**config.mk**
```make
export PLATFORM = sky130hd
export DESIGN_NAME = multi_channel_input_debouncer
export DESIGN_NICKNAME = d
export VERILOG_FILES = /design/src/mcid_pkg.sv /design/src/multi_channel_input_debouncer.sv
export SDC_FILE = /design/constraint.sdc
export NUM_CORES = 2
export LEC_CHECK = 0
export ABC_AREA = 1
export BUFFER_PORTS_ARGS = -buffer_cell sky130_fd_sc_hd__buf_2
export CORE_UTILIZATION = 60
export CTS_BUF_LIST = sky130_fd_sc_hd__clkbuf_8
export DETAILED_ROUTE_END_ITERATION = 16
export GPL_TIMING_DRIVEN = 0
export HOLD_SLACK_MARGIN = 0.03
export PLACE_DENSITY = 0.77
export SYNTH_ARGS = -nofsm -noshare
export SYNTH_HDL_FRONTEND = slang
export SYNTH_SLANG_ARGS = --single-unit
```
**constraint.sdc**
```tcl
create_clock -name clock -period 21 [get_ports clock]
set_input_delay 2.1 -clock clock [delete_from_list [all_inputs] [get_ports clock]]
set_output_delay 2.1 -clock clock [all_outputs]
set_load 0.02 [all_outputs]
```
**src/mcid_pkg.sv**
```systemverilog
// Package: shared constants for the multi-channel input debouncer.
package mcid_pkg;

   localparam int CHANNELS_DEFAULT  = 8;
   localparam int TIME_BITS_DEFAULT = 32;

   localparam int RAW_BITS    = 8;
   localparam int NOW_BITS    = 32;
   localparam int QCH_BITS    = 3;
   localparam int DEB_BITS    = 16;
   localparam int ACT_BITS    = 4;
   localparam int MASK_BITS   = 8;
   localparam int CSR_IDX_BITS = 2;
   localparam int CSR_DATA_BITS = 16;

   localparam int REQ_DATA_BITS = 40;
   localparam int REQ_USER_BITS = 4;
   localparam int RSP_DATA_BITS = 56;
   localparam int RSP_USER_BITS = 1;

   typedef enum logic [CSR_IDX_BITS-1:0] {
      CSR_DEBOUNCE_TIME = 2'd0,
      CSR_ACTIVE_CHANS  = 2'd1,
      CSR_ENABLE_MASK   = 2'd2,
      CSR_UNUSED        = 2'd3
   } csr_index_type;

   localparam logic [DEB_BITS-1:0]  DEBOUNCE_RESET = 16'd50;
   localparam logic [ACT_BITS-1:0]  ACTIVE_RESET   = 4'd8;
   localparam logic [MASK_BITS-1:0] ENABLE_RESET   = 8'hFF;

endpackage

```
**src/multi_channel_input_debouncer.sv**
```systemverilog
// Top level: timestamped multi-channel input debouncer with pending-change query.
//
//  channel | direction | tdata (low bit up)                      | tuser
//  req_    | in        | raw_levels[7:0], now_ms[39:8]           | query_enable[0], query_channel[3:1]
//  rsp_    | out       | stable_levels[7:0], accepted_mask[15:8],| query_hit[0]
//          |           | query_level[16], query_time_ms[48:17]   |
//  csr_    | in        | write enable, index, 16-bit data        | -
//
// One request per cycle when not stalled; each response is captured in the output register.
// The per-channel subtract and compare plus the query mux sit between state and output register.
// Requests are taken while the output register is empty or being drained; a stalled
// response holds the input back for as long as rsp_tready stays low.
// Synchronous reset restores the register defaults and the pull-up idle levels.
module multi_channel_input_debouncer #(
   parameter int CHANNELS  = mcid_pkg::CHANNELS_DEFAULT,
   parameter int TIME_BITS = mcid_pkg::TIME_BITS_DEFAULT
) (
   input  logic                               clock,
   input  logic                               reset,
   input  logic                               req_tvalid,
   output logic                               req_tready,
   // raw_levels, now_ms
   input  logic [mcid_pkg::REQ_DATA_BITS-1:0] req_tdata,
   // query_enable, query_channel
   input  logic [mcid_pkg::REQ_USER_BITS-1:0] req_tuser,
   output logic                               rsp_tvalid,
   input  logic                               rsp_tready,
   // stable_levels, accepted_mask, query_level, query_time_ms, zero fill
   output logic [mcid_pkg::RSP_DATA_BITS-1:0] rsp_tdata,
   // query_hit
   output logic [mcid_pkg::RSP_USER_BITS-1:0] rsp_tuser,
   input  logic                               csr_we,
   input  logic [mcid_pkg::CSR_IDX_BITS-1:0]  csr_index,
   input  logic [mcid_pkg::CSR_DATA_BITS-1:0] csr_wdata
);

   localparam int EXT = (CHANNELS > mcid_pkg::RAW_BITS) ? CHANNELS : mcid_pkg::RAW_BITS;

   logic [mcid_pkg::DEB_BITS-1:0]  debounce_ff;
   logic [mcid_pkg::ACT_BITS-1:0]  active_ff;
   logic [mcid_pkg::MASK_BITS-1:0] enable_ff;

   logic [CHANNELS-1:0]  raw_seen_ff, raw_seen_in;
   logic [CHANNELS-1:0]  stable_ff, stable_in;
   logic [CHANNELS-1:0]  pending_ff, pending_in;
   logic [CHANNELS-1:0]  level_ff, level_in;
   logic [TIME_BITS-1:0] edge_time_ff [CHANNELS];
   logic [TIME_BITS-1:0] edge_time_in [CHANNELS];
   logic [TIME_BITS-1:0] change_time_ff [CHANNELS];
   logic [TIME_BITS-1:0] change_time_in [CHANNELS];

   logic                               rsp_valid_ff;
   logic [mcid_pkg::RSP_DATA_BITS-1:0] rsp_data_ff, rsp_data_in;
   logic [mcid_pkg::RSP_USER_BITS-1:0] rsp_user_ff, rsp_user_in;

   logic [mcid_pkg::RAW_BITS-1:0] raw;
   logic [mcid_pkg::NOW_BITS-1:0] now_port;
   logic [TIME_BITS-1:0]          now;
   logic                          qen;
   logic [mcid_pkg::QCH_BITS-1:0] qch;
   logic [EXT-1:0]                raw_ext, mask_ext, stable_ext, accepted_ext;
   logic                          hit, qlevel;
   logic [TIME_BITS-1:0]          qtime;
   logic                          accept;

   assign raw      = req_tdata[mcid_pkg::RAW_BITS-1:0];
   assign now_port = req_tdata[mcid_pkg::RAW_BITS +: mcid_pkg::NOW_BITS];
   assign now      = TIME_BITS'(now_port);
   assign qen      = req_tuser[0];
   assign qch      = req_tuser[mcid_pkg::QCH_BITS:1];
   assign raw_ext  = EXT'(raw);
   assign mask_ext = EXT'(enable_ff);

   assign req_tready = !rsp_valid_ff || rsp_tready;
   assign accept     = req_tvalid && req_tready;

   always_comb begin
      logic [TIME_BITS-1:0] diff;
      logic                 live;
      raw_seen_in  = raw_seen_ff;
      stable_in    = stable_ff;
      pending_in   = pending_ff;
      level_in     = level_ff;
      accepted_ext = '0;
      stable_ext   = '0;
      hit          = 1'b0;
      qlevel       = 1'b0;
      qtime        = '0;
      for (int i = 0; i < CHANNELS; i++) begin
         edge_time_in[i]   = edge_time_ff[i];
         change_time_in[i] = change_time_ff[i];
         live = (i < mcid_pkg::RAW_BITS) && (32'(i) < 32'(active_ff)) && mask_ext[i];
         if (live && (raw_ext[i] != raw_seen_ff[i])) begin
            raw_seen_in[i]  = raw_ext[i];
            edge_time_in[i] = now;
         end
         diff = now - edge_time_in[i];
         if (live && (stable_ff[i] != raw_seen_in[i]) &&
             (diff >= TIME_BITS'(debounce_ff))) begin
            stable_in[i]      = raw_seen_in[i];
            pending_in[i]     = 1'b1;
            level_in[i]       = raw_seen_in[i];
            change_time_in[i] = now;
            accepted_ext[i]   = 1'b1;
         end
         stable_ext[i] = stable_in[i];
      end
      // query sees this poll's updates, then clears the pending flag
      for (int i = 0; i < CHANNELS; i++) begin
         if (qen && (32'(qch) == 32'(i)) && (32'(qch) < 32'(active_ff)) && pending_in[i]) begin
            hit           = 1'b1;
            qlevel        = level_in[i];
            qtime         = change_time_in[i];
            pending_in[i] = 1'b0;
         end
      end
      rsp_data_in = {7'd0, mcid_pkg::NOW_BITS'(qtime), qlevel,
                     accepted_ext[mcid_pkg::RAW_BITS-1:0], stable_ext[mcid_pkg::RAW_BITS-1:0]};
      rsp_user_in = hit;
   end

   always_ff @(posedge clock) begin
      if (reset) begin
         debounce_ff <= mcid_pkg::DEBOUNCE_RESET;
         active_ff   <= mcid_pkg::ACTIVE_RESET;
         enable_ff   <= mcid_pkg::ENABLE_RESET;
      end else if (csr_we) begin
         unique case (mcid_pkg::csr_index_type'(csr_index))
            mcid_pkg::CSR_DEBOUNCE_TIME: debounce_ff <= csr_wdata;
            mcid_pkg::CSR_ACTIVE_CHANS:  active_ff   <= csr_wdata[mcid_pkg::ACT_BITS-1:0];
            mcid_pkg::CSR_ENABLE_MASK:   enable_ff   <= csr_wdata[mcid_pkg::MASK_BITS-1:0];
            default: ;
         endcase
      end
   end

   always_ff @(posedge clock) begin
      if (reset) begin
         raw_seen_ff <= '1;
         stable_ff   <= '1;
         pending_ff  <= '0;
         level_ff    <= '0;
         for (int i = 0; i < CHANNELS; i++) begin
            edge_time_ff[i]   <= '0;
            change_time_ff[i] <= '0;
         end
      end else if (accept) begin
         raw_seen_ff <= raw_seen_in;
         stable_ff   <= stable_in;
         pending_ff  <= pending_in;
         level_ff    <= level_in;
         for (int i = 0; i < CHANNELS; i++) begin
            edge_time_ff[i]   <= edge_time_in[i];
            change_time_ff[i] <= change_time_in[i];
         end
      end
   end

   always_ff @(posedge clock) begin
      if (reset) begin
         rsp_valid_ff <= 1'b0;
      end else if (accept) begin
         rsp_valid_ff <= 1'b1;
      end else if (rsp_tready) begin
         rsp_valid_ff <= 1'b0;
      end
   end

   always_ff @(posedge clock) begin
      if (accept) begin
         rsp_data_ff <= rsp_data_in;
         rsp_user_ff <= rsp_user_in;
      end
   end

   assign rsp_tvalid = rsp_valid_ff;
   assign rsp_tdata  = rsp_data_ff;
   assign rsp_tuser  = rsp_user_ff;

endmodule
```
==> Word level (Yosys, flattened, before mapping) <==
Memory sizes are Yosys's and may differ from the RTL's.
Cells that the tools add are included.
{ "word_totals": {"memories": 2, "reg_bits": 111, "output_inout_bits": 59, "wordCells": 248, "ramBits": 512, "inputBits": 67} }
{ "mem_list": {"columns": ["name", "words", "word_bits", "rd", "rd_ports_with_merged_regs", "write_ports", "line", "text"], "rows": [
  ["change_time_ff", 8, 32, 8, 0, 8, "multi_channel_input_debouncer.sv:49", "logic [TIME_BITS-1:0] change_time_ff [CHANNELS];"],
  ["edge_time_ff", 8, 32, 8, 0, 8, "multi_channel_input_debouncer.sv:47", "logic [TIME_BITS-1:0] edge_time_ff [CHANNELS];"]
]} }
{ "op_classes": {"n_eq_ne": 25, "add_sub_neg": 8, "n_bitwise": 16, "reduce_logical": 66, "mux": 104, "magnitude_cmp": 17} }
{ "ops": {"columns": ["operator", "count"], "rows": [
  ["$mux W32", 40],
  ["$ge A32 B16 Y1", 8],
  ["$sub A32 B32 Y32", 8],
  ["$mux W1", 64],
  ["$logic_and A1 B1 Y1", 57],
  ["$lt A3 B4 Y1 const A", 4],
  ["$ne A1 B1 Y1", 16],
  ["$or A1 B1 Y1", 16],
  ["$eq A3 B3 Y1 const B", 4],
  ["$lt A1 B4 Y1 const A", 2],
  ["$lt A2 B4 Y1 const A", 2],
  ["$reduce_or A7 Y1", 1],
  ["$eq A3 B2 Y1 const B", 2],
  ["$reduce_and A2 Y1", 3],
  ["$lt A3 B4 Y1", 1],
  ["$eq A3 B1 Y1 const B", 1],
  ["$logic_not A3 Y1", 1],
  ["$eq A2 B1 Y1 const B", 1],
  ["$eq A2 B2 Y1 const B", 1],
  ["$logic_not A2 Y1", 1],
  ["$reduce_bool A2 Y1", 1],
  ["$logic_not A1 Y1", 1],
  ["$logic_or A1 B1 Y1", 1]
]} }

==> Longest topological paths before layout <==
{ "logic_depth": {"depth_word": 17, "mapped_depth": 40} }

==> Least setup slack after synthesis <==
Ideal clock, no wire load.
{ "synth_path": {"path_kind": "input to register", "start": "input rsp_tready", "end": "register pending_ff[0]", "t_arrival_ns": 18.310, "path_buffers": 1, "stages": 8, "slack_ns": 1.951, "path_cell_list": "inv_1 -> nand2_1 -> nand2_1 -> inv_1 -> nor2_1 -> inv_1 -> clkbuf_1 -> o21ai_0"} }
{ "synth_via": {"elab_chain_cells": 2} }
{ "synth_rtl": {"columns": ["element", "line", "text"], "rows": [
  ["start, declared", "multi_channel_input_debouncer.sv:27", "input logic rsp_tready,"],
  ["$logic_or A1 B1 Y1", "multi_channel_input_debouncer.sv:74", "assign req_tready = !rsp_valid_ff || rsp_tready;"],
  ["named net req_tready", "multi_channel_input_debouncer.sv:21", "output logic req_tready,"],
  ["$logic_and A1 B1 Y1", "multi_channel_input_debouncer.sv:75", "assign accept = req_tvalid && req_tready;"],
  ["named net accept", "multi_channel_input_debouncer.sv:64", "logic accept;"],
  ["end signal, assigned", "multi_channel_input_debouncer.sv:150", "pending_ff <= pending_in;"],
  ["end, declared", "multi_channel_input_debouncer.sv:45", "logic [CHANNELS-1:0] pending_ff, pending_in;"]
]} }
The timed path passes the listed nets, and every way through them passes these cells.
A chain may end at the register's enable or synchronous reset.

==> Worst setup path after layout <==
{ "layout_path": {"start": "input req_tdata[9] (netlist bit)", "end": "register rsp_data_ff (netlist bit rsp_tdata[33]) (data pin)"} }
{ "layout_via": {"elab_chain_cells": 14, "elab_cells_between_ends": 64, "cone_classes": "8 x add/sub; 8 x order compare; 32 x mux; 16 x reduce/logical"} }
{ "layout_rtl": {"columns": ["element", "line", "text"], "rows": [
  ["start, declared", "multi_channel_input_debouncer.sv:23", "input logic [mcid_pkg::REQ_DATA_BITS-1:0] req_tdata,"],
  ["$mux W32", "multi_channel_input_debouncer.sv:93", "if (live && (raw_ext[i] != raw_seen_ff[i])) begin"],
  ["$sub A32 B32 Y32", "multi_channel_input_debouncer.sv:97", "diff = now - edge_time_in[i];"],
  ["$ge A32 B16 Y1", "multi_channel_input_debouncer.sv:99", "(diff >= TIME_BITS'(debounce_ff))) begin"],
  ["$logic_and A1 B1 Y1", "multi_channel_input_debouncer.sv:98", "if (live && (stable_ff[i] != raw_seen_in[i]) &&"],
  ["$mux W1", "multi_channel_input_debouncer.sv:98", null],
  ["$logic_and A1 B1 Y1", "multi_channel_input_debouncer.sv:110", "if (qen && (32'(qch) == 32'(i)) && (32'(qch) < 32'(active_ff)) && pending_in[i]) begin"],
  ["$mux W32 (7 in a row)", "multi_channel_input_debouncer.sv:110", null],
  ["$mux W32 *", "multi_channel_input_debouncer.sv:110", null],
  ["named net qtime[16]", "multi_channel_input_debouncer.sv:63", "logic [TIME_BITS-1:0] qtime;"],
  ["end signal, assigned", "multi_channel_input_debouncer.sv:171", "rsp_data_ff <= rsp_data_in;"],
  ["end, declared", "multi_channel_input_debouncer.sv:53", "logic [mcid_pkg::RSP_DATA_BITS-1:0] rsp_data_ff, rsp_data_in;"]
]} }
Mark *: on every way through the listed nets, which the timed path passes. The rest lies on a longest branch.

==> reports/summary.txt <==
status: finished clean
peak supply drop: 0.0000576 V
total negative slack: 0 ns
GPL Wtd Cong: 1.01
met1 GRT Util: 0.577
GRT met3 Usage: 0.120
area share of the largest cell type after synthesis: 0.356
final non-filler cell total: 7675
Die Height: 283 um
TritonCTS clock tree: yes
# IOs: 126
Net count, final: 6982
routed len/inst: 23.2 um
area delta synth->final: 9.03%
Netlist cell types: 64
Worst Path Required: 21.44 ns
Slew Limit Fails: 0
post-CTS sizing: 0
Largest stage delay, worst path: 1.00 ns
area post-placement: 49500 sq um
Tcrit/Tclk final: 0.474
grt peak-use layer: met2
Yosys reg bits: 623
Worst Skew: 0.0675 ns
FMAX: 101 MHz
first-pass GRT wire length: 259000 um
sinks on the clock net: 623
Final Cell Area: 51600 sq um
vias per cell: 6.20
Hold/Removal Path Class: flop to flop
routed vias: 47600
crit-path max FO: 16
Multi-input gate area: 26300 sq um
most frequent cell after synthesis: nand2_1
final setup violating endpoints: 0
H-tree depth: 3
Final Util: 0.664
share of cells above drive strength 1: 0.0606
gr ovfl total: 0
# fillers: 6908
WP buf/inv: 4
Max-Slew Margin vs Limit: 0.126
Mapped Area: 47400 sq um
area leader, netlist: edfxtp_1
fin crit period: 9.95 ns
largest net degree at the start of global routing: 70
Initial Utilization: 0.609
RSZ-0062 raised after global routing: false
worst path cell trace: buf_2, clkbuf_1, clkinv_1, nand2_1, o21ai_0, fa_1, nand3_1, nand2_1, a21boi_0, o21bai_1, xor2_1, ha_1, nand4_1, nor2_1, a211oi_1, nand4_2, nand2_2, a21boi_2, clkbuf_1, nand2_1, nand4_1, nor2_1, nand4_1
Clk pin slew, worst setup/hold paths: 0.07 ns
Slew @ Worst Pin: 1.30 ns
Final Hold Vio Count: 0
register area: 18100 sq um
Initial DRT Pass Iterations: 7
Worst Path Arrival: 10.38 ns
Avg Cell Area, Syn: 7.53 sq um
Core Rows: 102
CP Capture Type: flop
CTS root buf: clkbuf_8
CTS Buf Count: 108
synth cell count leaders: 1675 x nand2_1, 716 x nor2_1, 564 x a21oi_1
Syn. warnings: 0
Area contributors post-synth: edfxtp_1 36%, nand2_1 13%, ha_1 9.9%, a21oi_1 6.0%, nor2_1 5.7%
core area: 77700 sq um
aggregate global-route resource usage: 0.432
Mapped Cells: 6292
hold buffer count at cts: 0
post-CTS setup buffers: 0
Critical-path top delay cell: clkinv_1
CP delay by family, top: simple AND/OR/NAND/NOR gates
Port Buffer Count: 115
clk buf depth: 3
Die ar.: 80000 sq um
DRC violation total after the first TritonRoute iteration: 6609
WL final: 178000 um
Worst-Skew Late Latency: 0.79 ns
Final Hold Slack: 0.481 ns
Primary FF master, synth: edfxtp_1
number of flops mapped to enable cells by yosys: 562
DP Cell Count: 7462
Detail Placement HPWL: 126000 um
sequential area share after synthesis: 0.382
startpoint types: input pin
Global Route met2 Usage: 0.610
post-synthesis async set-or-reset flop share: 0
Die W: 283 um
drc violations: 0
kind of critical path: input pin to flop
Leak: 0.0230 uW
max-capacitance violation count: 0
initial antenna violation count: 11
vias in the first global route: 42800
pwr dens: 90.5 nW/um^2
post-route ant nets: 0
[metal layers]
| layer | routed length [um] | part of all wire |
|---|---|---|
| met1 | 68200 | 0.38 |
| met2 | 70800 | 0.40 |
| met3 | 25400 | 0.14 |
| met4 | 13800 | 0.077 |
| met5 | 78 | 0.00044 |
[final cells by class]
cell class	count	share of cell area
timing repair buffer	124	0.0157
inverter	523	0.0380
clock inverter	83	0.0101
buffer	243	0.0205
sequential	623	0.351
multi-input combinational	4909	0.509
clock buffer	115	0.0307
tap	1040	0.0252
antenna	15	0.000727
[cells by family (layout without fill, tap and decap cells)]
logic type,count (synthesis),after routing,share of synthesized area
muxes,2,2,0.000423
buffers and inverters,766,1088,0.0637
xor gates and xnor gates,215,215,0.0398
DFF,623,623,0.382
adders and majority gates,383,383,0.102
other,1,22,0.0000792
AOI/OAI and AO/OA,1302,1302,0.150
and+or+nand+nor,3000,3000,0.262
[registers in the layout, indices dropped and copies added, names as in the netlist]
name	count
rsp_tuser	1
rsp_tdata	49
stable_ff	8
level_ff	8
pending_ff	8
active_ff	4
edge_time_ff	256
enable_ff	8
rsp_tvalid	1
raw_seen_ff	8
change_time_ff	256
debounce_ff	16
[worst reg2reg max path, delay by kind of cell, from the launching register on]
family,cells,cell delay (ns)
adders and majority gates,3,0.93
xor gates and xnor gates,1,0.22
buffers and inverters,5,0.92
and+or+nand+nor,14,3.18
AOI/OAI and AO/OA,5,1.82
DFF,1,0.36
[layout by cell type (no fill, tap or decap), types with 11 or more instances in the layout]
master | Yosys | final
clkbuf_8 | 0 | 115
a21o_1 | 40 | 40
o21ai_0 | 488 | 488
buf_1 | 16 | 16
a21oi_1 | 564 | 564
o21a_1 | 13 | 13
a21boi_0 | 14 | 14
nor2_1 | 716 | 716
ha_1 | 375 | 375
dfxtp_1 | 61 | 61
diode_2 | 0 | 15
nor3_1 | 66 | 66
nand4_1 | 113 | 113
inv_2 | 16 | 17
clkbuf_1 | 172 | 170
o22ai_1 | 11 | 11
o211ai_1 | 30 | 30
a211oi_1 | 20 | 20
nand2_1 | 1675 | 1675
o21ai_1 | 26 | 26
clkinv_2 | 0 | 17
or2_2 | 12 | 12
xnor2_1 | 67 | 67
nand3_1 | 347 | 347
nand2_2 | 11 | 11
inv_1 | 475 | 505
clkinv_1 | 32 | 54
o21bai_1 | 23 | 23
xor2_1 | 148 | 148
edfxtp_1 | 562 | 562
a31oi_1 | 27 | 27
buf_4 | 12 | 12
nand3b_1 | 15 | 15
buf_2 | 36 | 151
[stage by stage]
step	total power [uW]	setup slack [ns]
global placement	3500	-5.70
global route	4930	11.15
finish	4670	11.05
floorplan	3010	1.95
CTS	4600	11.60
detailed placement	3490	10.85
[where the power goes]
| group | switching, uW | internal [uW] |
|---|---|---|
| registers | 34.1 | 1490 |
| clock network | 567 | 561 |
| logic | 1350 | 665 |
[final timing paths]
kind | start | endpoint | slack, ns | cells past startpoint
max reg2reg | active_ff[3] | rsp_tdata[33] | 13.23 | 28
min reg2reg | enable_ff[3] | enable_ff[3] | 0.48 | 2
min | enable_ff[3] | enable_ff[3] | 0.48 | 2
max | req_tdata[9] | rsp_tdata[33] | 11.05 | 23
Power figures use the tool's default switching activity.
